## src/tpc_ram.sv

```systemverilog
// Generic single-port RAM with registered read.
module tpc_ram #(
    parameter int WIDTH = 16,
    parameter int DEPTH = 128
) (
    input  logic                     i_clk,
    input  logic                     i_we,
    input  logic [$clog2(DEPTH)-1:0] i_addr,
    input  logic [WIDTH-1:0]         i_wdata,
    output logic [WIDTH-1:0]         o_rdata
);
    logic [WIDTH-1:0] r_mem [DEPTH];
    logic [WIDTH-1:0] r_rdata;

    always_ff @(posedge i_clk) begin
        if (i_we) begin
            r_mem[i_addr] <= i_wdata;
        end
        r_rdata <= r_mem[i_addr];
    end

    assign o_rdata = r_rdata;
endmodule

```

## config.mk

```make
export PLATFORM = sky130hd
export DESIGN_NAME = tpc_ram
export DESIGN_NICKNAME = d
export VERILOG_FILES = /design/src/tpc_ram.sv
export SDC_FILE = /design/constraint.sdc
export NUM_CORES = 2
export LEC_CHECK = 0
export ABC_CLOCK_PERIOD_IN_PS = 3800
export BUFFER_PORTS_ARGS = -buffer_cell sky130_fd_sc_hd__buf_2
export CAP_MARGIN = 30
export CELL_PAD_IN_SITES_DETAIL_PLACEMENT = 1
export CELL_PAD_IN_SITES_GLOBAL_PLACEMENT = 2
export CORE_UTILIZATION = 48
export DETAILED_ROUTE_END_ITERATION = 6
export PLACE_DENSITY_LB_ADDON = 0.1
export SYNTH_ARGS = -nofsm -noshare
export SYNTH_HDL_FRONTEND = slang
export SYNTH_SLANG_ARGS = --single-unit
```

## constraint.sdc

```tcl
create_clock -name i_clk -period 3.8 [get_ports i_clk]
set_input_delay 0.76 -clock i_clk [delete_from_list [all_inputs] [get_ports i_clk]]
set_output_delay 0.76 -clock i_clk [all_outputs]
set_load 0.005 [all_outputs]
```

After elaboration in Yosys (flattened, before gate mapping):

Memories as Yosys holds them, arrays and structs flattened. A register that Yosys moved wholly into a read port is not among the register bits.
Index checks and enable logic that the tools add are counted.
Widths: inputs -> output; s select.

* flip-flop bits (word level): 0
* bits in writable memories: 2048
* bits of input ports: 25
* output and inout bits: 16
* word-level logic and storage cells: 3
* memories: 1

* multiplexer cells: 2

Memory list
* r_mem: words 128, width 16, read ports 1, clocked after Yosys merged registers in 1, write ports 1, RTL line 12 `logic [WIDTH-1:0] r_mem [DEPTH];`

Operators by type and width (count)
* $mux 1: 2

Depth between registers and ports, before layout:

* word-level depth: 2
* depth in mapped cells: 13
* gate-level depth less buffers: 7

Worst setup path after synthesis:

No wires, ideal clock.

* path type: in2reg
* start: input i_addr[2]
* end: memory r_mem[72][0], enable pin
* setup time: 0.409 ns
* arrival time: 3.126 ns
* data required time: 3.391 ns
* setup slack: 0.265 ns
* stages: 8
* buffers on the path: 7
* path through: buf_2 buf_4 buf_2 buf_2 buf_2 buf_2 buf_2 nor3_1

RTL lines
* start: declaration: RTL line 8 `input logic [$clog2(DEPTH)-1:0] i_addr,`
* end: declaration: RTL line 12

No word-level cell before the write port.

==> out/metrics.yaml <==
status:
  status: "finished clean"
clock_tree:
  postCtsSetupBuffers: 0
  cts_tree: "done"
  clock_latency_ns: 0.88
  clock-sinks: 2064
  htree_num_levels: 4
  root_buffer: "clkbuf_16"
  cts-resized-gates: 0
  hold_buffers: 0
  cts_made_buffers: 209
  clk_pin_slew_worst_paths_ns: 0.06
  clockBufferDepth: 3
synthesis:
  syn_nets: 4648
  yosysTopAreaCell: "edfxtp_1"
  synth-seq-cells: 2064
  synth_flop_cell: "edfxtp_1"
  synth.cell_area_sq_mm: 0.0789
  synth-edff-count: 2048
  synth.avg_cell_area_sq_um: 17.1
  synth_seq_area_share_pct: 78.4
  synth_top_area_share_pct: 78.0
  synth_cells: 4623
  async_flop_share_pct: 0
  yosys-top-cells-count: "2048 x edfxtp_1, 479 x a221oi_1, 350 x nor2_1"
  yosysMostFrequentCell: "edfxtp_1"
  yosys_warnings: 0
  ys_top_cells_by_area: "edfxtp_1 78%, a221oi_1 5.3%, mux2_2 2.1%"
  ys_types: 69
placed_design:
  hpwl_mm: 196
  io_buffers: 40
  globalplace.congestion: 0.978
detailed_routing:
  wl_per_cell_um: 40.5
  first_pass_iters: 6
  dr_wl_met3_mm: 32.0
  wl_mm: 303
  wl_met2_mm: 137
  met1_length_mm: 119
  via_per_inst: 6.82
  drt_drc_violations_left: 0
  first_iter_violations: 7432
  antenna_left: 0
  vias: 51028
  top_layer: "met5"
sta:
  slew_viol_final: 0
  setup-violations-final: 0
  post-route-period-util_pct: 84.8
  tns_ns: 0
  whs_ns: 0.198
  rsz0062_at_grt: "no"
  fmax_ghz: 0.310
  tightest_slew_ns: 1.10
  clock_skew_ns: 0.0409
  maxSlewHeadroom_pct: 26.5
  timing.final.crit_period_ns: 3.22
  hold_violations: 0
cells_and_area:
  n_antenna_cell: 0
  syn_to_final_growth_pct: 18.3
  fillers: 14622
  fin_nets: 5164
  drive_gt1_share_pct: 22.3
  finalCoreUtilization_pct: 57.3
pwr:
  p_sw_uw: 11600
  p_sw_share_pct: 23.7
  clkPwrFrac_pct: 41.0
  leakage_uw: 0.0300
  power_frac_comb_pct: 7.3
  p_int_uw: 37200
  power.density_mw_per_mm2: 523
  irDropWorstVdd_v: 0.000506
  p_seq_share_pct: 51.7
global_routing:
  grt_pass1_wl_mm: 414
  groute.usage.overall_pct: 36.0
  grt_max_degree: 121
  antenna_found_initial: 16
  grt_overflow_total: 0
  grt_pass1_vias: 50635
critical_path:
  endpoint_kind: "register"
  worst_ep_required_time_ns: 4.54
  critical_path_class: "in -> reg"
  ff2ff_path_depth: 8
  rrSetupSlack_ns: 1.01
  crit_path_start_kind: "primary input"
  cp.arrival_ns: 3.96
  cp_max_fo: 46
floorplanning:
  start_util_pct: 48.4
  die_y_um: 407
  die_x_um: 407
  core_area_sq_mm: 0.163
  ios: 41
  die_area_sq_mm: 0.166
  placementRows: 148
hold_path:
  hold_depth: 1
  hold_class: "in -> reg"
job:
  cap_violations: 0
==> power groups by stage <==
stage                     Combinational, uW  Clock, uW  Sequential (uW)
after floorplan                        1280          0            25700
after global placement                 3380          0            25700
after detailed placement               3430          0            25700
after CTS                              3450      20100            25200
after global routing                   3590      20900            25200
final                                  3540      20000            25200
==> stage by stage <==
stage               std cells  cell area, sq um  total power [uW]  worst slack [ns]
finish                   7485             93300             48800             0.577
floorplan                4623             78900             26900             0.265
CTS                      7484             93300             48800             0.761
global placement         7100             86700             29100            -0.681
global route             7485             93300             49700             0.702
detailed placement       7102             86700             29100            -0.158
==> sequential cells by signal, indices dropped and copies added, names as in the netlist <==
signal / flops
o_rdata: 16
r_mem: 2048
==> critical path, stage by stage <==
cell,delay [ns]
buf_8,0.30
buf_12,0.23
buf_12,0.31
mux2_2,0.38
a221oi_1,0.45
o221ai_1,0.30
nand2_1,0.15
o2111a_1,0.39
a311o_1,0.39
o211ai_1,0.15
==> per-layer routing <==
metal	global-route usage, %	up-vias
met4	15.9	6
met2	54.7	3187
met5	0	-
li1	-	20243
met1	50.1	27021
met3	8.02	571
==> layout make-up <==
type / count / area, sq um / share of cell area [%]
clock buffers: 268 / 5470 / 5.86
clock inverters: 114 / 1080 / 1.16
inverters: 6 / 35.0 / 0.0375
multi-input cells: 2187 / 15600 / 16.7
flip-flops and latches: 2064 / 61800 / 66.2
well taps: 2175 / 2720 / 2.92
repair buffers: 671 / 6570 / 7.04
==> cells by family (layout without fill, tap and decap cells) <==
logic type	count (synthesis)	in the layout	share of synthesized area, %
multiplexers	250	250	3.76
AO/OA/AOI/OAI	1332	1332	12.5
buffers and inverters	372	1059	2.07
AND/OR/NAND/NOR	605	605	3.24
flip-flops	2064	2064	78.4
==> layout by cell type, fill, tap and decap left out, types with 65 or more instances in the layout <==
cell type,instances
o21ai_0,149
o22ai_1,65
buf_12,121
edfxtp_1,2048
a221oi_1,479
nor2_1,309
buf_4,523
clkbuf_16,210
a22oi_1,177
mux2i_1,80
a21oi_1,226
mux2_2,145
nand2_1,123
==> final timing paths <==
kind / start / to
worst min register to register: r_mem[17][4] / o_rdata[4]
worst max-delay path: i_addr[2] / o_rdata[3]
worst min-delay path: i_wdata[12] / r_mem[45][12]
worst max register to register: r_mem[48][4] / o_rdata[4]
Note: power is estimated with default switching activity, not from simulation.
