[config.mk]
export PLATFORM = sky130hd
export DESIGN_NAME = tpc_sqrt
export DESIGN_NICKNAME = d
export VERILOG_FILES = /design/src/tpc_pkg.sv /design/src/tpc_sqrt.sv
export SDC_FILE = /design/constraint.sdc
export NUM_CORES = 1
export LEC_CHECK = 0
export BUFFER_PORTS_ARGS = -buffer_cell sky130_fd_sc_hd__buf_2
export CELL_PAD_IN_SITES_DETAIL_PLACEMENT = 2
export CELL_PAD_IN_SITES_GLOBAL_PLACEMENT = 2
export CORE_MARGIN = 2
export CORE_UTILIZATION = 41
export CTS_BUF_LIST = sky130_fd_sc_hd__clkbuf_4
export DETAILED_ROUTE_END_ITERATION = 10
export PLACE_DENSITY_LB_ADDON = 0.1
export SLEW_MARGIN = 10
export SYNTH_ARGS = -nofsm -noshare
export SYNTH_HDL_FRONTEND = slang
export SYNTH_SLANG_ARGS = --single-unit
[constraint.sdc]
create_clock -name i_clk -period 9.1 [get_ports i_clk]
set_input_delay 0.455 -clock i_clk [delete_from_list [all_inputs] [get_ports i_clk]]
set_output_delay 0.455 -clock i_clk [all_outputs]
set_load 0.01 [all_outputs]
[src/tpc_pkg.sv]
// Shared constants and widths for the three-point curvature block.
package tpc_pkg;

    localparam int POINTS   = 128;
    localparam int ADDR_W   = $clog2(POINTS);
    localparam int COORD_W  = 8;
    localparam int PT_W     = 2 * COORD_W;
    localparam int INDEX_W  = 7;
    localparam int SPACE_W  = 6;
    localparam int LAST_W   = 8;
    localparam int DELTA_W  = COORD_W + 1;
    localparam int CROSS_W  = 2 * DELTA_W;
    localparam int D2_W     = 2 * COORD_W + 1;
    localparam int RAD_W    = D2_W + 16;
    localparam int SQ_W     = RAD_W + 1;
    localparam int ROOT_W   = 17;
    localparam int MAG_W    = 16;
    localparam int P1_W     = 2 * ROOT_W;
    localparam int PROD_W   = 51;
    localparam int REM_W    = PROD_W + 1;
    localparam int QUOT_W   = 19;
    localparam int CURV_W   = 18;

    localparam logic [CURV_W-1:0] CURV_MAX = 18'h1FFFF;
    localparam logic [CURV_W-1:0] CURV_MIN = 18'h20000;

    localparam logic MODE_WRITE = 1'b0;
    localparam logic MODE_QUERY = 1'b1;

endpackage

[src/tpc_sqrt.sv]
// Bit-serial integer square root, one result bit per cycle.
module tpc_sqrt (
    input  logic                       i_clk,
    input  logic                       i_rst_n,
    input  logic                       i_start,
    input  logic [tpc_pkg::D2_W-1:0]   i_d2,
    output logic                       o_done,
    output logic [tpc_pkg::ROOT_W-1:0] o_root
);
    import tpc_pkg::*;

    logic [SQ_W-1:0] r_rem, r_res, r_bit;
    logic [4:0]      r_cnt;
    logic            r_busy, r_done;
    logic [SQ_W-1:0] trial;

    assign trial = r_res + r_bit;

    always_ff @(posedge i_clk) begin
        if (!i_rst_n) begin
            r_busy <= 1'b0;
            r_done <= 1'b0;
        end else begin
            r_done <= 1'b0;
            if (i_start) begin
                r_rem  <= SQ_W'({i_d2, 16'd0});
                r_res  <= '0;
                r_bit  <= SQ_W'(1) << (RAD_W - 1);
                r_cnt  <= 5'(ROOT_W - 1);
                r_busy <= 1'b1;
            end else if (r_busy) begin
                if (r_rem >= trial) begin
                    r_rem <= r_rem - trial;
                    r_res <= (r_res >> 1) + r_bit;
                end else begin
                    r_res <= r_res >> 1;
                end
                r_bit <= r_bit >> 2;
                r_cnt <= r_cnt - 5'd1;
                if (r_cnt == 5'd0) begin
                    r_busy <= 1'b0;
                    r_done <= 1'b1;
                end
            end
        end
    end

    assign o_done = r_done;
    assign o_root = r_res[ROOT_W-1:0];
endmodule

# Word level (Yosys, flattened, before mapping)
# Index checks and enable logic that the tools add are counted.
# W data, S select, Z words.
word_totals:
  register_bits: 92
  inputBits: 20
  output_inout_bits: 18
  wordCells: 31
op_classes:
  order_cmp: 1
  reduce_logical: 6
  n_mux: 11
  n_addsub: 4
  n_bitwise: 2
op_table:
  columns: ["cell", "count"]
  rows:
  - ["$mux W34", 4]
  - ["$mux W33", 2]
  - ["$add A33 B33 Y34", 1]
  - ["$add A34 B33 Y34", 1]
  - ["$ge A34 B34 Y1", 1]
  - ["$sub A34 B34 Y34", 1]
  - ["$logic_not A5 Y1", 1]
  - ["$mux W5", 1]
  - ["$sub A5 B1 Y5 const B", 1]
  - ["$mux W1", 4]
  - ["$reduce_bool A2 Y1", 2]
  - ["$reduce_and A3 Y1", 1]
  - ["$reduce_or A3 Y1", 1]
  - ["$not A1 Y1", 2]
  - ["$reduce_and A2 Y1", 1]

# Longest topological paths before layout
depth:
  ltp_word: 5
  depth_mapped: 21

# Least setup slack after synthesis
# OpenSTA, ideal clock, no wires.
synth_path:
  kind: "register -> register"
  start: "register r_res[2]"
  end: "register r_rem[0] (enable)"
  stages_incl_launch_ff: 19
  required_ps: 8622
  arrival_time_ps: 6237
  setup_slack_ps: 2386
  setup_time_ps: 478
  cell_sequence: "edfxtp_1 -> ha_1 -> a31oi_1 -> o21bai_1 -> a31oi_1 -> o31ai_2 -> a31oi_1 -> o21bai_1 -> xnor2_1 -> ha_1 -> nand2_1 -> nor2_1 -> nand2_1 -> o31a_2 -> o211ai_4 -> o21ba_2 -> buf_6 -> nor2_1 -> a21boi_0"
synth_between:
  elab_chain_cells: 4
synth_rtl:
  columns: ["item", "line_no", "source"]
  rows:
  - ["from (decl)", "tpc_sqrt.sv:12", "logic [SQ_W-1:0] r_rem, r_res, r_bit;"]
  - ["from (signal assigned)", "tpc_sqrt.sv:34", "r_res <= (r_res >> 1) + r_bit;"]
  - ["from (signal assigned)", "tpc_sqrt.sv:36", "r_res <= r_res >> 1;"]
  - ["$add A34 B33 Y34", "tpc_sqrt.sv:17", "assign trial = r_res + r_bit;"]
  - ["$ge A34 B34 Y1", "tpc_sqrt.sv:32", "if (r_rem >= trial) begin"]
  - ["$reduce_bool A2 Y1 (no source line)", null, null]
  - ["$reduce_and A3 Y1 (no source line)", null, null]
  - ["to (signal assigned)", "tpc_sqrt.sv:26", "r_rem <= SQ_W'({i_d2, 16'd0});"]
  - ["to (signal assigned)", "tpc_sqrt.sv:33", "r_rem <= r_rem - trial;"]
  - ["to (decl)", "tpc_sqrt.sv:12", null]
# No other way between the ends.
# A chain may end at the register's enable or synchronous reset.

# Final worst setup path
layout_path:
  start: "register r_res[2]"
  end: "register r_rem[33] (enable)"
# The elaborated chain is that of the path after synthesis.

==> run summary <==
Max clock buf depth -> 2
WHS Path Cells -> 2
Startpoint types -> flip-flop
Largest family of logic cells by synthesized area -> compound AO/OA/AOI/OAI gates
Fin. Hold Viols -> 0
Largest net degree at the start of global routing -> 76
Critical Path AT -> 6170 ps
Clk_lat worst skew -> 480 ps
Clock Skews -> 21.48 ps
H-tree level count -> 3
Tmin final -> 6035 ps
R2r setup slk -> 3060 ps
Ys async rst share -> 0%
Die H -> 144.3 um
Hold WC Path Type -> in2reg
Post-CTS Setup Bufs -> 0
Core ar. -> 19400 um^2
Die Area -> 20820 um^2
Area contributors post-synth -> edfxtp_1 33%, ha_1 11%, nand2_1 4.6%
Synth top area share -> 33.49%
Relative slew slack -> 42.12%
DRC -> 0
Layout fillers -> 2197
Placed cell count -> 1150
Worst r2r path cells -> 18
Synth Area in Simple Gates -> 19.07%
Setup TNS -> 0 ps
Adder-cell share of the synthesized area -> 11.26%
Non-Filler Instances -> 1167
Detailed placement HPWL -> 19.33 mm
Net Sw Frac -> 43.25%
Cts bufs inserted -> 9
Max_cap viols -> 0
Multi-input logic area -> 4984 um^2
EDFF count, synth -> 90
Largest fanout on the critical path -> 35
Setup violators final -> 0
Final GP Congestion -> 0.8826
Switch Pwr -> 0.8022 mW
Worst Hold End -> o_done$_SDFF_PP0_
Routed Antenna Nets -> 0
Sequential share of power -> 32.9%
Global-route wire length before repair -> 41.32 mm
XOR/XNOR share of the synthesized area -> 8.248%
Cell count after synthesis -> 897
Mean Syn Cell Area -> 8.997 um^2
1st-iter DRT viols -> 369
Layout area overhead -> 5.814%
Vias in the first global route -> 7556
RR Endpoint -> r_rem[33]$_SDFFCE_PP0P_
Nets -> 988
Complex-gate fraction of the synthesized area -> 21.53%
Static leakage -> 3.191 nW
Post-synthesis cell type count -> 70
Pint -> 1.053 mW
Data required, critical path -> 9230 ps
Vias per Instance -> 5.938
Overall routing resource usage -> 25.59%
R2r startpoint -> r_res[2]$_SDFFCE_PP0P_
Drt pass-1 iters -> 6
Net Count, Synth -> 989
CTS root buffer -> clkbuf_4
Seq/Total Area, Yosys -> 33.98%
Pwr dens -> 217.2 nW/um^2
#FFs+latches synth -> 92
Slew Limit Fails -> 0
Total gr overflow -> 0
Logic gate share of total power -> 50.4%
WL/cell -> 22.01 um
Post-cts sizing count -> 0
IO Pins -> 38
Worst vdd ir -> 0.00007782 V
Post-cts hold buffer count -> 0
Vias -> 6930
Worst hold start -> i_rst_n
Final worst-path cycle share -> 66.32%
Critical path type -> reg2reg
RSZ-0062 raised after global routing -> no
Share of layout cells above drive strength 1 -> 9.212%
Max Freq -> 165.7 MHz
Total routed wirelength -> 25.68 mm
Seq. cell area -> 2743 um^2
CTS tree -> done
Reg clk slew, reported paths -> 170 ps
Post-Syn Area -> 8070 um^2
Mux share of post-synthesis cell area -> 1.302%
Rows -> 51
Die Width -> 144.3 um
Initial Utilization -> 41.60%
Main synth FF type -> edfxtp_1
Status -> complete, no violations
Clk pwr share -> 16.7%
Area leader, netlist -> edfxtp_1
YS warnings -> 0
Initial antenna violation count -> 1
CTS Sinks -> 92
Port Buffers -> 37
Worst Setup End Kind -> flip-flop
Slew @ Worst Pin -> 868.2 ps
-- logic make-up after synthesis --
family | count (synthesis)
AND/OR/NAND/NOR | 323
AO/OA/AOI/OAI | 252
flip-flops | 92
XOR/XNOR | 76
buffers and inverters | 72
adder cells (fa/ha/maj) | 72
multiplexers | 10
-- per-layer routing --
metal / track usage, % / vias to the layer above / part of all wire, %
met4: 5.723 / 0 / 1.3
met1: 35.07 / 3498 / 48
met3: 2.450 / 19 / 1.8
li1: - / 3346 / -
met5: 0 / - / 0
met2: 43.85 / 67 / 49
-- worst max-delay path by stage --
stage / start / endpoint / depth (start not counted)
2_1_floorplan: r_res[2]$_SDFFCE_PP0P_ / r_rem[0]$_SDFFCE_PP0P_ / 18
3_3_place_gp: r_res[2]$_SDFFCE_PP0P_ / r_rem[9]$_SDFFCE_PP0P_ / 18
3_5_place_dp: r_res[2]$_SDFFCE_PP0P_ / r_rem[10]$_SDFFCE_PP0P_ / 18
4_1_cts: r_res[2]$_SDFFCE_PP0P_ / r_rem[19]$_DFFE_PP_ / 18
5_1_grt: r_res[2]$_SDFFCE_PP0P_ / r_rem[33]$_SDFFCE_PP0P_ / 18
6_report: r_res[2]$_SDFFCE_PP0P_ / r_rem[33]$_SDFFCE_PP0P_ / 18
-- metrics by stage --
| stage | power (mW) | instance area (um^2) | hold WS [ps] | worst slack [ps] | util (%) |
|---|---|---|---|---|---|
| floorplan | 1.299 | 8070 | 454.1 | 2386 | - |
| global placement | 1.498 | 8347 | 463.3 | 3441 | 43.03 |
| detailed placement | 1.549 | 8347 | 483.6 | 3053 | 43.03 |
| CTS | 1.864 | 8537 | 185.4 | 3010 | 44.01 |
| global route | 1.985 | 8539 | 201.2 | 2554 | 44.02 |
| finish | 1.855 | 8539 | 212.1 | 3065 | 44.02 |
-- synth_stat cells, drive strengths merged, types with 3 or more instances --
cell / count
a211o: 3
a211oi: 24
a21boi: 4
a21o: 19
a21oi: 43
a22oi: 4
a31o: 5
a31oi: 31
and2: 4
and3: 6
buf: 29
clkbuf: 24
edfxtp: 90
ha: 71
inv: 19
mux2: 4
mux2i: 6
nand2: 98
nand3: 23
nand4: 24
nor2: 71
nor2b: 41
nor3: 36
nor4: 4
o211ai: 17
o21a: 4
o21ai: 45
o21bai: 22
o22ai: 3
o31a: 3
o31ai: 5
or2: 3
or4: 5
xnor2: 38
xor2: 38
-- state kept, by name, summed over array words and instances (netlist names) --
name / flops
r_cnt: 5
r_res: 34
r_bit: 17
r_busy: 1
r_rem: 34
o_done: 1
-- critical path: stages (launching register included) --
cell and delay [ps]:
edfxtp_1 510, ha_1 380, a31oi_1 130, o21bai_1 270, a31oi_1 230, o31ai_2 470
a31oi_1 220, o21bai_1 260, xnor2_1 100, ha_1 390, nand2_1 100, nor2_1 160
nand2_1 100, o31a_2 430, o211ai_4 290, o21ba_2 730, nor2_1 250, a21boi_4 210
buf_4 420
-- power by group through the flow --
stage / registers (mW) / clock network (mW) / logic [mW]
6_report: 0.610 / 0.309 / 0.935
5_1_grt: 0.618 / 0.329 / 1.04
4_1_cts: 0.610 / 0.315 / 0.939
3_5_place_dp: 0.618 / 0 / 0.931
3_3_place_gp: 0.615 / 0 / 0.883
2_1_floorplan: 0.591 / 0 / 0.709
-- cell type report --
type / count / area share, %
Multi-Input combinational cell: 733 / 58.36
Sequential cell: 92 / 32.12
Tap cell: 265 / 3.883
Timing Repair Buffer: 41 / 2.549
Clock inverter: 7 / 1.436
Inverter: 19 / 0.8352
Clock buffer: 9 / 0.7912
Antenna cell: 1 / 0.02930
-- layout by cell type (no fill, tap or decap), types with 24 or more instances in the layout --
cell	synthesis	final
a21oi_1	43	43
o21ai_0	41	41
buf_2	5	36
xor2_1	38	38
ha_1	71	71
nor2b_1	41	41
a31oi_1	31	30
edfxtp_1	90	90
nand4_1	24	24
xnor2_1	38	38
nand2_1	98	98
nor3_1	36	36
nor2_1	71	71
(Power assumes the default switching activity.)
