==> config.mk <==
export PLATFORM = sky130hd
export DESIGN_NAME = tpc_div
export DESIGN_NICKNAME = d
export VERILOG_FILES = /design/src/tpc_pkg.sv /design/src/tpc_div.sv
export SDC_FILE = /design/constraint.sdc
export NUM_CORES = 1
export LEC_CHECK = 0
export BUFFER_PORTS_ARGS = -buffer_cell sky130_fd_sc_hd__buf_4
export CORE_MARGIN = 4
export CORE_UTILIZATION = 50
export CTS_CLUSTER_DIAMETER = 100
export DETAILED_ROUTE_END_ITERATION = 8
export PLACE_DENSITY = 0.71
export SLEW_MARGIN = 25
export SYNTH_ARGS = -nofsm -noshare
export SYNTH_HDL_FRONTEND = slang
export SYNTH_SLANG_ARGS = --single-unit
==> constraint.sdc <==
create_clock -name i_clk -period 6.55 [get_ports i_clk]
set_input_delay 0.655 -clock i_clk [delete_from_list [all_inputs] [get_ports i_clk]]
set_output_delay 0.655 -clock i_clk [all_outputs]
set_load 0.02 [all_outputs]
==> src/tpc_pkg.sv <==
// Shared constants and widths for the three-point curvature block.
package tpc_pkg;

    localparam int POINTS   = 128;
    localparam int ADDR_W   = $clog2(POINTS);
    localparam int COORD_W  = 8;
    localparam int PT_W     = 2 * COORD_W;
    localparam int INDEX_W  = 7;
    localparam int SPACE_W  = 6;
    localparam int LAST_W   = 8;
    localparam int DELTA_W  = COORD_W + 1;
    localparam int CROSS_W  = 2 * DELTA_W;
    localparam int D2_W     = 2 * COORD_W + 1;
    localparam int RAD_W    = D2_W + 16;
    localparam int SQ_W     = RAD_W + 1;
    localparam int ROOT_W   = 17;
    localparam int MAG_W    = 16;
    localparam int P1_W     = 2 * ROOT_W;
    localparam int PROD_W   = 51;
    localparam int REM_W    = PROD_W + 1;
    localparam int QUOT_W   = 19;
    localparam int CURV_W   = 18;

    localparam logic [CURV_W-1:0] CURV_MAX = 18'h1FFFF;
    localparam logic [CURV_W-1:0] CURV_MIN = 18'h20000;

    localparam logic MODE_WRITE = 1'b0;
    localparam logic MODE_QUERY = 1'b1;

endpackage

==> src/tpc_div.sv <==
// Restoring divider: (mag << 42) / den, 19 quotient bits plus overflow flag.
module tpc_div (
    input  logic                       i_clk,
    input  logic                       i_rst_n,
    input  logic                       i_start,
    input  logic [tpc_pkg::MAG_W-1:0]  i_mag,
    input  logic [tpc_pkg::PROD_W-1:0] i_den,
    output logic                       o_done,
    output logic [tpc_pkg::QUOT_W-1:0] o_quot,
    output logic                       o_ovf
);
    import tpc_pkg::*;

    logic [REM_W-1:0]  r_rem, rem_sh;
    logic [PROD_W-1:0] r_den;
    logic [QUOT_W-1:0] r_quot;
    logic [4:0]        r_cnt;
    logic              r_busy, r_done, r_ovf;
    logic [PROD_W-1:0] hi;

    // top part of the shifted numerator; quotient would not fit if it reaches den
    assign hi     = PROD_W'({i_mag, 23'd0});
    assign rem_sh = {r_rem[REM_W-2:0], 1'b0};

    always_ff @(posedge i_clk) begin
        if (!i_rst_n) begin
            r_busy <= 1'b0;
            r_done <= 1'b0;
        end else begin
            r_done <= 1'b0;
            if (i_start) begin
                r_den  <= i_den;
                r_rem  <= REM_W'(hi);
                r_quot <= '0;
                r_cnt  <= 5'(QUOT_W - 1);
                r_ovf  <= (hi >= i_den);
                r_busy <= (hi < i_den);
                r_done <= (hi >= i_den);
            end else if (r_busy) begin
                if (rem_sh >= REM_W'(r_den)) begin
                    r_rem  <= rem_sh - REM_W'(r_den);
                    r_quot <= {r_quot[QUOT_W-2:0], 1'b1};
                end else begin
                    r_rem  <= rem_sh;
                    r_quot <= {r_quot[QUOT_W-2:0], 1'b0};
                end
                r_cnt <= r_cnt - 5'd1;
                if (r_cnt == 5'd0) begin
                    r_busy <= 1'b0;
                    r_done <= 1'b1;
                end
            end
        end
    end

    assign o_done = r_done;
    assign o_quot = r_quot;
    assign o_ovf  = r_ovf;
endmodule

After elaboration in Yosys (flattened, before gate mapping)
Index checks and enable logic that the tools add are counted.
{"block": "classes", "addsub": 2, "order_cmp": 3, "n_mux": 12, "n_reduce_logical": 4}
{"op": "2-to-1 mux 51 bit", "count": 2}
{"op": ">= comparator 52 x 51 -> 1 bit", "count": 1}
{"op": ">= comparator 39 x 51 -> 1 bit", "count": 1}
{"op": "less-than comparator 39 x 51 -> 1 bit", "count": 1}
{"op": "subtractor 51 bit", "count": 1}
{"op": "2-to-1 mux 39 bit", "count": 1}
{"op": "2-to-1 mux 19 bit", "count": 1}
{"op": "2-to-1 mux 1 bit", "count": 7}
{"op": "logical NOT 5 bit", "count": 1}
{"op": "2-to-1 mux 5 bit", "count": 1}
{"op": "subtractor 5 x 1 -> 5 bit, second input constant", "count": 1}
{"op": "AND reduction 2 bit", "count": 2}
{"op": "nonzero test 2 bit", "count": 1}
{"block": "word_totals", "regBits": 129, "input_bits": 70, "output_inout_bits": 21, "wordCells": 29}

Longest topological paths before layout
Gate-level depths: netlist of run 1.
{"block": "logic_depth", "ltp_word": 4, "ltp_mapped": 14, "ltp_nobuf": 13}

Least setup slack after synthesis of run 1
OpenSTA, ideal clock, no wires.
{"block": "synth_path", "kind": "input -> register", "from": "in i_start", "to": "reg r_quot[0], in the netlist o_quot[0] (enable)", "arrival_ns": 3.051, "required_time_ns": 6.111, "setup_slack_ns": 3.060, "cell_stages": 3, "cell_sequence": "clkbuf_1 buf_1 o21a_1"}
{"block": "synth_via", "elab_chain_cells": 2}
{"item": "start: declaration", "line_no": "tpc_div.sv:5", "source": "input logic i_start,"}
{"item": "nonzero test 2 bit (no source line)"}
{"item": "AND reduction 2 bit (no source line)"}
{"item": "end signal: assignment", "line_no": "tpc_div.sv:42", "source": "r_quot <= {r_quot[QUOT_W-2:0], 1'b1};"}
{"item": "end signal: assignment", "line_no": "tpc_div.sv:45", "source": "r_quot <= {r_quot[QUOT_W-2:0], 1'b0};"}
{"item": "end: declaration", "line_no": "tpc_div.sv:16", "source": "logic [QUOT_W-1:0] r_quot;"}
Every way passes these cells.
A chain may end at the register's enable or synchronous reset.

Worst setup path after layout of run 1
{"block": "layout_path", "from": "reg r_rem[0]", "to": "reg r_rem[35] (data pin)"}
{"block": "layout_via", "elab_chain_cells": 4, "word_cells_on_any_way": 5}
{"item": "start: declaration", "line_no": "tpc_div.sv:14", "source": "logic [REM_W-1:0] r_rem, rem_sh;"}
{"item": "start signal: assignment", "line_no": "tpc_div.sv:33", "source": "r_rem <= REM_W'(hi);"}
{"item": "start signal: assignment", "line_no": "tpc_div.sv:41", "source": "r_rem <= rem_sh - REM_W'(r_den);"}
{"item": "start signal: assignment", "line_no": "tpc_div.sv:44", "source": "r_rem <= rem_sh;"}
{"item": "subtractor 51 bit or >= comparator 52 x 51 -> 1 bit (tied branches)", "line_no": "tpc_div.sv:41, tpc_div.sv:40"}
{"item": "2-to-1 mux 51 bit *", "line_no": "tpc_div.sv:40", "source": "if (rem_sh >= REM_W'(r_den)) begin"}
{"item": "2-to-1 mux 51 bit *", "line_no": "tpc_div.sv:39", "source": "end else if (r_busy) begin"}
{"item": "2-to-1 mux 39 bit *", "line_no": "tpc_div.sv:31", "source": "if (i_start) begin"}
Every way passes the cells marked *; elsewhere a longest branch is shown, timed or not. The select of a mux whose other input is x is not followed.

==> results of run 1 <==
## placed cells by master (no fill, tap or decap), drive strengths merged, types with 11 or more instances in the layout
cell type and count:
o21bai 11, xor2 19, inv 99, mux2i 36, buf 94, nand4 15
edfxtp 127, o21ai 26, a21o 36, a21oi 75, nor2 77, nand2 47
nor2b 24, xnor2 30, ha 68, clkbuf 17
## through the flow
stage          setup WS, ns  instances  area [sq um]
2_1_floorplan         3.060        843          8621
3_3_place_gp          2.455       1127          9459
3_5_place_dp          2.339       1127          9459
4_1_cts               2.309       1159         10070
5_1_grt               2.096       1160         10090
6_report              2.330       1160         10090
## flip-flops by register name, summed over array words and instances, names as in the netlist
register and cells:
o_done 1, o_ovf 1, o_quot 19, r_busy 1, r_cnt 5, r_den 51, r_rem 51
## logic make-up after synthesis
family / count (synthesis) / share of synthesized area [%]
muxes: 36 / 4.180
AOI/OAI and AO/OA: 218 / 17.85
xor gates and xnor gates: 49 / 4.978
buffers and inverters: 118 / 5.544
DFF: 129 / 44.70
and+or+nand+nor: 224 / 12.64
adders and majority gates: 69 / 10.10
## how the worst min path moves through the flow
stage,startpoint,to,slack (ns),cells past startpoint
after global routing,i_den[36],r_den[36]$_DFFE_PP_,0.39,1
after global placement,o_quot[13]$_SDFFCE_PP0P_,o_quot[14]$_SDFFCE_PP0P_,0.55,1
final,i_den[36],r_den[36]$_DFFE_PP_,0.40,1
after CTS,i_den[4],r_den[4]$_DFFE_PP_,0.39,1
after detailed placement,o_quot[5]$_SDFFCE_PP0P_,o_quot[6]$_SDFFCE_PP0P_,0.55,1
after floorplan,r_cnt[0]$_SDFFCE_PP0P_,r_cnt[0]$_SDFFCE_PP0P_,0.56,1
## report_power, final
group	leakage (uW)	total [uW]	internal, uW	switching (uW)
Combinational	0.00289	873	371	502
Sequential	0.00123	1040	1000	32.3
Clock	0.000296	974	548	426
## per-layer routing
metal  part of all wire (%)  GRT usage, %  wire, microns
met1                     47         27.83           9091
met2                     48         33.46           9131
met3                    4.0         4.117            772
met5                      0             0              0
met4                    1.1         5.046            205
## layout make-up
type / instances / area (sq um)
clock buffer: 17 / 425.4
multi-input combinational: 596 / 4298
inverter: 89 / 334.1
fill: 1433 / 6674
clock inverter: 15 / 181.4
tap: 220 / 275.3
sequential: 129 / 3854
timing repair buffer: 94 / 718.2
## Yosys cell counts (9+ instances only)
library cell               count  area, sq um
sky130_fd_sc_hd__nor3_1        9        45.04
sky130_fd_sc_hd__o21ai_0      24        120.1
sky130_fd_sc_hd__nor2_1       77        289.0
sky130_fd_sc_hd__xor2_1       19        166.4
sky130_fd_sc_hd__inv_1        88        330.3
sky130_fd_sc_hd__o21bai_1     11        82.58
sky130_fd_sc_hd__clkbuf_1     20        75.07
sky130_fd_sc_hd__xnor2_1      30        262.8
sky130_fd_sc_hd__nor2b_1      24        150.1
sky130_fd_sc_hd__a21oi_1      73        365.4
sky130_fd_sc_hd__ha_1         68        850.8
sky130_fd_sc_hd__nand2_1      46        172.7
sky130_fd_sc_hd__edfxtp_1    127         3814
sky130_fd_sc_hd__a21o_1       36        270.3
sky130_fd_sc_hd__mux2i_1      36        360.4
sky130_fd_sc_hd__nand4_1      15        93.84
==> impl_metrics.yaml, run 1 <==
pwr:
  power.static_leakage_uw: 0.004418
  power_density_nw_per_um2: 285.8
  irDropWorstVdd_v: 0.0002076
  total_power_uw: 2882
cts:
  cts.sink_count: 129
  cts_inserted_buffers: 17
  cts_tree: "done"
  cts-htree-levels: 4
  cts_setup_buffers: 0
  clk-insertion-delay-late_ns: 0.44
  ctsHoldBuffers: 0
  post_cts.resized_instances: 0
  cts.clk_slew.worst_paths_ns: 0.07
  clock_tree.buffer_depth: 2
  clock_root_buffer: "sky130_fd_sc_hd__clkbuf_16"
global_routing:
  track_usage_pct: 20.37
  antenna_found_initial: 0
  grt_pass1_wl_microns: 32270
  vias_in_the_first_global_route: 6497
  grt_start_max_net_pins: 76
  grt_overflow_total: 0
finish:
  antenna_cells_inserted: 0
  final_core_util_pct: 60.18
  nNetsFinal: 1066
  post_route_cells_drive_above_1_share_pct: 16.38
  area.growth.synth_to_final_pct: 17.00
drt:
  drc: 0
  post_dr_vias_cell: 5.607
  tritonroute_pass_1_iters: 5
  detailroute.via_count: 6504
  drt_iter0_markers: 473
  finalWirelength_microns: 19200
  drt.antenna.violating_nets: 0
  drt-wirelength-per-cell_microns: 16.55
job:
  number_of_max_capacitance_violations_reported: 0
critical_path:
  cp_slowest_stage_delay_ns: 0.49
  r2r.worst_path.cells: 13
  critical_path_class: "register to register"
  worst-r2r-setup-slack_ns: 2.33
  worst_ep_required_time_ns: 6.73
  critPathBufInv: 2
  rr_endpoint: "r_rem[35]$_DFFE_PP_"
  cp_num_cells: 13
  worstSetupEndpoint: "r_rem[35]$_DFFE_PP_"
  cp-start-kind: "register"
  timing.critical_path.to_type: "register"
  crit_path_cell_trace: "fa_1 > a21o_1 > a221oi_4 > o221ai_2 > a221oi_2 > o2111ai_2 > a31oi_2 > o21a_2 > a21oi_4 > buf_4 > nand2_2 > inv_2 > a221o_1"
  worstPathArrival_ns: 4.40
  crit_fanout: 45
  crit-reg2reg-launch: "r_rem[0]$_SDFFCE_PP0P_"
  slowest_stage: "sky130_fd_sc_hd__fa_1"
  critPathLaunch: "r_rem[0]$_SDFFCE_PP0P_"
  timing.critical_path.max_delay_family: "compound AO/OA/AOI/OAI gates"
logic_synthesis:
  synthesis.yosys.warnings: 0
  post_synth.cell_area_avg_sq_um: 10.23
  yosys_most_used_dff: "sky130_fd_sc_hd__edfxtp_1"
  syn-num-nets: 982
  mappedNetlistArea_sq_um: 8621
  number_of_synthesized_flops_with_an_enable_pin: 127
  post_synth_cell_types: 71
  synth_sequential_area_ratio_pct: 44.70
  post_synth_inst_count: 843
  synthArstFlopShare_pct: 0
  synth.ff_latch_count: 129
sta:
  tightestPinTransition_ns: 0.7238
  post_route_clock_skew_ns: 0.01138
  final_cycle_share_pct: 64.43
  worst_hold_slack_ns: 0.4024
  setup_viol: 0
  timing_hold_violations_final: 0
  final-max-slew-violation-count: 0
  setup_tns_ns: 0
  rsz0062_at_grt: "false"
  fmax_ghz: 0.2369
  relSlewSlack_pct: 50.50
  post-route-min-period_ns: 4.220
run_status:
  run_status: "completed"
hold_path:
  hold_path.class: "input pin to register"
place:
  final_hpwl_dp_microns: 14070
  gpl_congestion: 0.9036
  portBuffers: 90
floorplanning:
  die_height_microns: 139.3
  core_area_sq_um: 16760
  floorplan.initialDensity_pct: 51.44
  fp.dieArea_sq_um: 19410
  rows: 47
  die-width_microns: 139.3
  ioPinCount: 91
Note: power is estimated with default switching activity, not from simulation.
==> run 2: changes to the inputs <==
==> constraint.sdc (replaced) <==
create_clock -name i_clk -period 4 [get_ports i_clk]
set_input_delay 0.4 -clock i_clk [delete_from_list [all_inputs] [get_ports i_clk]]
set_output_delay 0.4 -clock i_clk [all_outputs]
set_load 0.02 [all_outputs]
==> run 2 against run 1 <==
Against the previous run: clock power is 67% higher; die area stayed put; power grew 67%; clock skew rose by 0.0017 ns; maximum frequency increased by 17%; cell count grew 1.0%; via count rose by 1.6%; core utilization is 0.74 points higher; cell area increased by 1.2%; global-route usage grew 0.62 points; critical path depth down 1; sequential cell count did not move; largest cell class unchanged.
==> impl_metrics.yaml, run 2 (synthesis results as in run 1) <==
cts:
  clock_root_buffer: "sky130_fd_sc_hd__clkbuf_16"
  cts_inserted_buffers: 17
  clk-insertion-delay-late_ns: 0.44
  cts-htree-levels: 4
  clock_tree.buffer_depth: 2
  cts.sink_count: 129
  cts_tree: "done"
  cts.clk_slew.worst_paths_ns: 0.06
finish:
  final_common_cell: "sky130_fd_sc_hd__edfxtp_1"
  postLayoutCellArea_sq_um: 10210
  final_core_util_pct: 60.92
  final_cell_mix: "127 x sky130_fd_sc_hd__edfxtp_1, 103 x sky130_fd_sc_hd__buf_4, 88 x sky130_fd_sc_hd__inv_1"
  nNetsFinal: 1078
  post_route_cells_drive_above_1_share_pct: 17.33
  antenna_cells_inserted: 0
  area.growth.synth_to_final_pct: 18.43
  final.fill_count: 1435
sta:
  timing_hold_violations_final: 0
  tightestPinTransition_ns: 0.6050
  relSlewSlack_pct: 59.24
  rsz0062_at_grt: "false"
  worst_hold_slack_ns: 0.1449
  fmax_ghz: 0.2771
  setup_viol: 0
  final_cycle_share_pct: 90.21
  post-route-min-period_ns: 3.609
  final-max-slew-violation-count: 0
  post_route_clock_skew_ns: 0.01303
  setup_tns_ns: 0
global_routing:
  track_usage_pct: 20.99
  grt_start_max_net_pins: 45
  vias_in_the_first_global_route: 6524
  grt_pass1_wl_microns: 32930
  grt_overflow_total: 0
  antenna_found_initial: 0
critical_path:
  cp-start-kind: "register"
  critPathBufInv: 1
  worstPathArrival_ns: 3.77
  critical_path_class: "register to register"
  slowest_stage: "sky130_fd_sc_hd__fa_1"
  crit_fanout: 5
  timing.critical_path.max_delay_family: "compound AO/OA/AOI/OAI gates"
  cp_slowest_stage_delay_ns: 0.49
  worst_ep_required_time_ns: 4.16
  crit_path_cell_trace: "fa_1 > a21o_1 > a221oi_4 > o31ai_1 > o21ai_1 > o21bai_1 > a2111oi_1 > buf_4 > o31ai_1 > xor2_1 > mux2i_1 > nor2_1"
  cpMostUsedCell: "sky130_fd_sc_hd__o31ai_1"
  timing.critical_path.to_type: "register"
place:
  gpl_congestion: 0.9142
  postPlaceCellArea_sq_um: 9587
  final_hpwl_dp_microns: 14950
  portBuffers: 90
floorplanning:
  floorplan.initialDensity_pct: 51.44
  die_height_microns: 139.3
  die-width_microns: 139.3
  rows: 47
  fp.dieArea_sq_um: 19410
  ioPinCount: 91
  core_area_sq_um: 16760
drt:
  drc: 0
  drt-wirelength-per-cell_microns: 17.07
  post_dr_vias_cell: 5.641
  detailroute.via_count: 6611
  drt_iter0_markers: 423
  finalWirelength_microns: 20010
  tritonroute_pass_1_iters: 5
  drt.antenna.violating_nets: 0
pwr:
  power_density_nw_per_um2: 471.8
  power.static_leakage_uw: 0.004487
  total_power_uw: 4817
  irDropWorstVdd_v: 0.0003135
hold_path:
  hold_path.class: "input pin to register"
run_status:
  run_status: "completed"
job:
  number_of_max_capacitance_violations_reported: 0
run 2: worst paths after layout:
path / slack (ns) / cells past startpoint / start / endpoint
worst max register to register: 0.39 / 12 / r_rem[0]$_SDFFCE_PP0P_ / r_rem[50]$_SDFFCE_PP0P_
worst min register to register: 0.58 / 1 / o_quot[11]$_SDFFCE_PP0P_ / o_quot[12]$_SDFFCE_PP0P_
worst min-delay path: 0.14 / 1 / i_den[35] / r_den[35]$_DFFE_PP_
worst max-delay path: 0.39 / 12 / r_rem[0]$_SDFFCE_PP0P_ / r_rem[50]$_SDFFCE_PP0P_
run 2: layer usage:
metal,track usage [%],part of all wire (%),wire [microns],up-vias
met2,33.89,47,9317,166
met1,28.23,46,9280,3143
met4,6.385,1.9,374,0
li1,-,-,-,3271
met3,4.940,5.2,1032,31
met5,0,0,0,-
run 2: final cells by class:
class / instances / area (sq um) / area share, %
Timing Repair Buffer: 106 / 840.8 / 8.235
Multi-Input combinational cell: 596 / 4299 / 42.11
Tap cell: 220 / 275.3 / 2.696
Clock buffer: 19 / 442.9 / 4.338
Sequential cell: 129 / 3854 / 37.75
Clock inverter: 13 / 163.9 / 1.605
Inverter: 89 / 334.1 / 3.272
run 2: report_power, final:
group | leakage, uW | internal [uW] | switching (uW)
logic | 0.00296 | 651 | 843
registers | 0.00123 | 1640 | 53.9
clock network | 0.000293 | 960 | 667
total | 0.00449 | 3250 | 1560
run 2: worst register-to-register path: stages (launching register included):
cell,delay (ns)
sky130_fd_sc_hd__edfxtp_1,0.44
sky130_fd_sc_hd__fa_1,0.49
sky130_fd_sc_hd__a21o_1,0.24
sky130_fd_sc_hd__a221oi_4,0.36
sky130_fd_sc_hd__o31ai_1,0.16
sky130_fd_sc_hd__o21ai_1,0.34
sky130_fd_sc_hd__o21bai_1,0.23
sky130_fd_sc_hd__a2111oi_1,0.45
sky130_fd_sc_hd__buf_4,0.20
sky130_fd_sc_hd__o31ai_1,0.08
sky130_fd_sc_hd__xor2_1,0.15
sky130_fd_sc_hd__mux2i_1,0.15
sky130_fd_sc_hd__nor2_1,0.05
run 2: metrics by stage:
| step | instances | setup WS (ns) |
|---|---|---|
| final | 1172 | 0.3914 |
| after floorplan | 843 | 0.7651 |
| after CTS | 1170 | 0.2597 |
| after detailed placement | 1138 | 0.2740 |
| after global placement | 1137 | 0.2704 |
| after global routing | 1172 | 0.09834 |
run 2: what timing repair did:
action,4_1_cts,5_1_grt
hold buffers,0,0
setup buffers,0,2
resized for setup,0,1
setup endpoints to repair,0,2
==> run 3: changes to the inputs <==
--- a/config.mk
+++ b/config.mk
@@ -8,7 +8,8 @@
 export BUFFER_PORTS_ARGS = -buffer_cell sky130_fd_sc_hd__buf_4
 export CORE_MARGIN = 4
 export CORE_UTILIZATION = 50
-export CTS_CLUSTER_DIAMETER = 100
+export CTS_BUF_LIST = sky130_fd_sc_hd__clkbuf_16
+export CTS_CLUSTER_DIAMETER = 60
 export DETAILED_ROUTE_END_ITERATION = 8
 export PLACE_DENSITY = 0.71
 export SLEW_MARGIN = 25
==> run 3 against run 2 <==
Against the previous run: clock skew decreased by 0.0010 ns; die area unchanged; cell area hardly changed; global-route usage is essentially flat; maximum frequency shrank 1.2%; critical path type unchanged.
==> impl_metrics.yaml, run 3 (synthesis results as in run 1) <==
sta:
  rsz0062_at_grt: "false"
  final-max-slew-violation-count: 0
  relSlewSlack_pct: 55.61
  tightestPinTransition_ns: 0.6589
  post-route-min-period_ns: 3.653
  final_cycle_share_pct: 91.32
  setup_tns_ns: 0
  setup_viol: 0
  timing_hold_violations_final: 0
  fmax_ghz: 0.2738
  post_route_clock_skew_ns: 0.01202
pwr:
  internal-power_uw: 3232
  seq_power_share_pct: 35.4
  power.static_leakage_uw: 0.004485
  irDropWorstVdd_v: 0.0003132
  netSwitchingPower_uw: 1562
  power.switching_fraction_pct: 32.58
  part_of_the_total_power_dissipated_in_the_clock_network_pct: 33.4
  share_of_power_burned_in_combinational_logic_pct: 31.2
  power_density_nw_per_um2: 470.0
cts:
  cts-htree-levels: 4
  clk-insertion-delay-late_ns: 0.44
  cts_inserted_buffers: 17
  ctsHoldBuffers: 0
  clock_root_buffer: "sky130_fd_sc_hd__clkbuf_16"
  cts_tree: "done"
  cts.sink_count: 129
  cts.clk_slew.worst_paths_ns: 0.06
  clock_tree.buffer_depth: 2
global_routing:
  grt_overflow_total: 0
  antenna_found_initial: 0
  grt_start_max_net_pins: 45
  grt_pass1_wl_microns: 32910
  vias_in_the_first_global_route: 6529
  track_usage_pct: 20.98
floorplanning:
  core_area_sq_um: 16760
  die_height_microns: 139.3
  die-width_microns: 139.3
  rows: 47
  floorplan.initialDensity_pct: 51.44
  fp.dieArea_sq_um: 19410
  ioPinCount: 91
finish:
  area.growth.synth_to_final_pct: 18.32
  post_route_cells_drive_above_1_share_pct: 17.23
  final_common_cell: "sky130_fd_sc_hd__edfxtp_1"
  antenna_cells_inserted: 0
  layoutNonFillerInstCount: 1172
  final_cell_mix: "127 x sky130_fd_sc_hd__edfxtp_1, 103 x sky130_fd_sc_hd__buf_4, 89 x sky130_fd_sc_hd__inv_1"
  nNetsFinal: 1078
drt:
  drt_iter0_markers: 427
  tritonroute_pass_1_iters: 5
  post_dr_vias_cell: 5.619
  finalWirelength_microns: 20000
  drt.antenna.violating_nets: 0
  drc: 0
  drt-wirelength-per-cell_microns: 17.06
  detailroute.via_count: 6586
hold_path:
  hp-start: "i_den[35]"
  hold_path.class: "input pin to register"
  timing.hold.worst_path_depth: 1
  hold_path_end: "r_den[35]$_DFFE_PP_"
place:
  portBuffers: 90
  place.detailed.instances: 1138
  final_hpwl_dp_microns: 14950
  gpl_congestion: 0.9142
critical_path:
  worst_ep_required_time_ns: 4.16
  critical_path_class: "register to register"
  timing.critical_path.to_type: "register"
  worstPathArrival_ns: 3.82
  rr_endpoint: "r_rem[50]$_SDFFCE_PP0P_"
  crit_fanout: 5
  cp-start-kind: "register"
  r2r.worst_path.cells: 12
  worst-r2r-setup-slack_ns: 0.35
  crit-reg2reg-launch: "r_rem[0]$_SDFFCE_PP0P_"
run_status:
  run_status: "completed"
job:
  number_of_max_capacitance_violations_reported: 0
-- run 3: layout make-up --
class / count / area, sq um
timing repair buffer: 106 / 840.8
sequential: 129 / 3854
tap: 220 / 275.3
multi-input combinational: 596 / 4299
clock buffer: 17 / 425.4
fill: 1438 / 6560
inverter: 89 / 334.1
clock inverter: 15 / 171.4
-- run 3: through the flow --
step | worst slack (ns) | util [%] | cell area, sq um | power (uW) | hold slack, ns
floorplan | 0.7651 | - | 8621 | 2825 | 0.4989
global placement | 0.2704 | 57.04 | 9559 | 3168 | 0.5485
detailed placement | 0.2740 | 57.20 | 9587 | 3191 | 0.5516
CTS | 0.2597 | 60.76 | 10180 | 4803 | 0.1242
global route | 0.06576 | 60.86 | 10200 | 5046 | 0.1250
finish | 0.3471 | 60.86 | 10200 | 4794 | 0.1445
-- run 3: timing repair --
item	CTS	global route
gates resized for setup	0	1
endpoints found under the setup margin	0	3
endpoints found under the hold margin	0	0
setup buffers	0	2
-- run 3: how the worst max path moves through the flow --
stage	from	endpoint	slack, ns	cells past startpoint
floorplan	i_start	o_quot[0]$_SDFFCE_PP0P_	0.77	3
global placement	r_rem[18]$_SDFFCE_PP0P_	r_rem[32]$_DFFE_PP_	0.27	12
detailed placement	r_rem[18]$_SDFFCE_PP0P_	r_rem[32]$_DFFE_PP_	0.27	12
CTS	r_rem[18]$_SDFFCE_PP0P_	r_rem[32]$_DFFE_PP_	0.26	12
global route	r_rem[0]$_SDFFCE_PP0P_	r_rem[46]$_SDFFCE_PP0P_	0.07	12
finish	r_rem[0]$_SDFFCE_PP0P_	r_rem[50]$_SDFFCE_PP0P_	0.35	12
-- run 3: routing by layer --
layer  vias to the layer above  routed length (microns)  GRT usage (%)  share of wire [%]
met3                        32                      949          4.940                4.7
met2                       147                     9283          33.77                 46
met1                      3136                     9359          28.16                 47
met4                         0                      403          6.694                2.0
li1                       3271                        -              -                  -
met5                         -                        0              0                  0
-- run 3: power by group through the flow --
stage	logic [uW]	registers (uW)	clock network (uW)
floorplan	1100	1730	0
global placement	1440	1720	0
detailed placement	1470	1720	0
CTS	1480	1700	1630
global route	1650	1710	1690
finish	1500	1700	1600
-- run 3: worst max-delay path, cell delays in order, from the launching register on --
cell and delay (ns):
sky130_fd_sc_hd__edfxtp_1 0.44, sky130_fd_sc_hd__fa_1 0.49, sky130_fd_sc_hd__a21o_1 0.24, sky130_fd_sc_hd__a221oi_4 0.36
sky130_fd_sc_hd__o31ai_1 0.15, sky130_fd_sc_hd__o21ai_1 0.36, sky130_fd_sc_hd__o21bai_1 0.25, sky130_fd_sc_hd__a2111oi_1 0.45
sky130_fd_sc_hd__buf_4 0.20, sky130_fd_sc_hd__o31ai_1 0.08, sky130_fd_sc_hd__xor2_1 0.15, sky130_fd_sc_hd__mux2i_1 0.15
sky130_fd_sc_hd__nor2_1 0.05
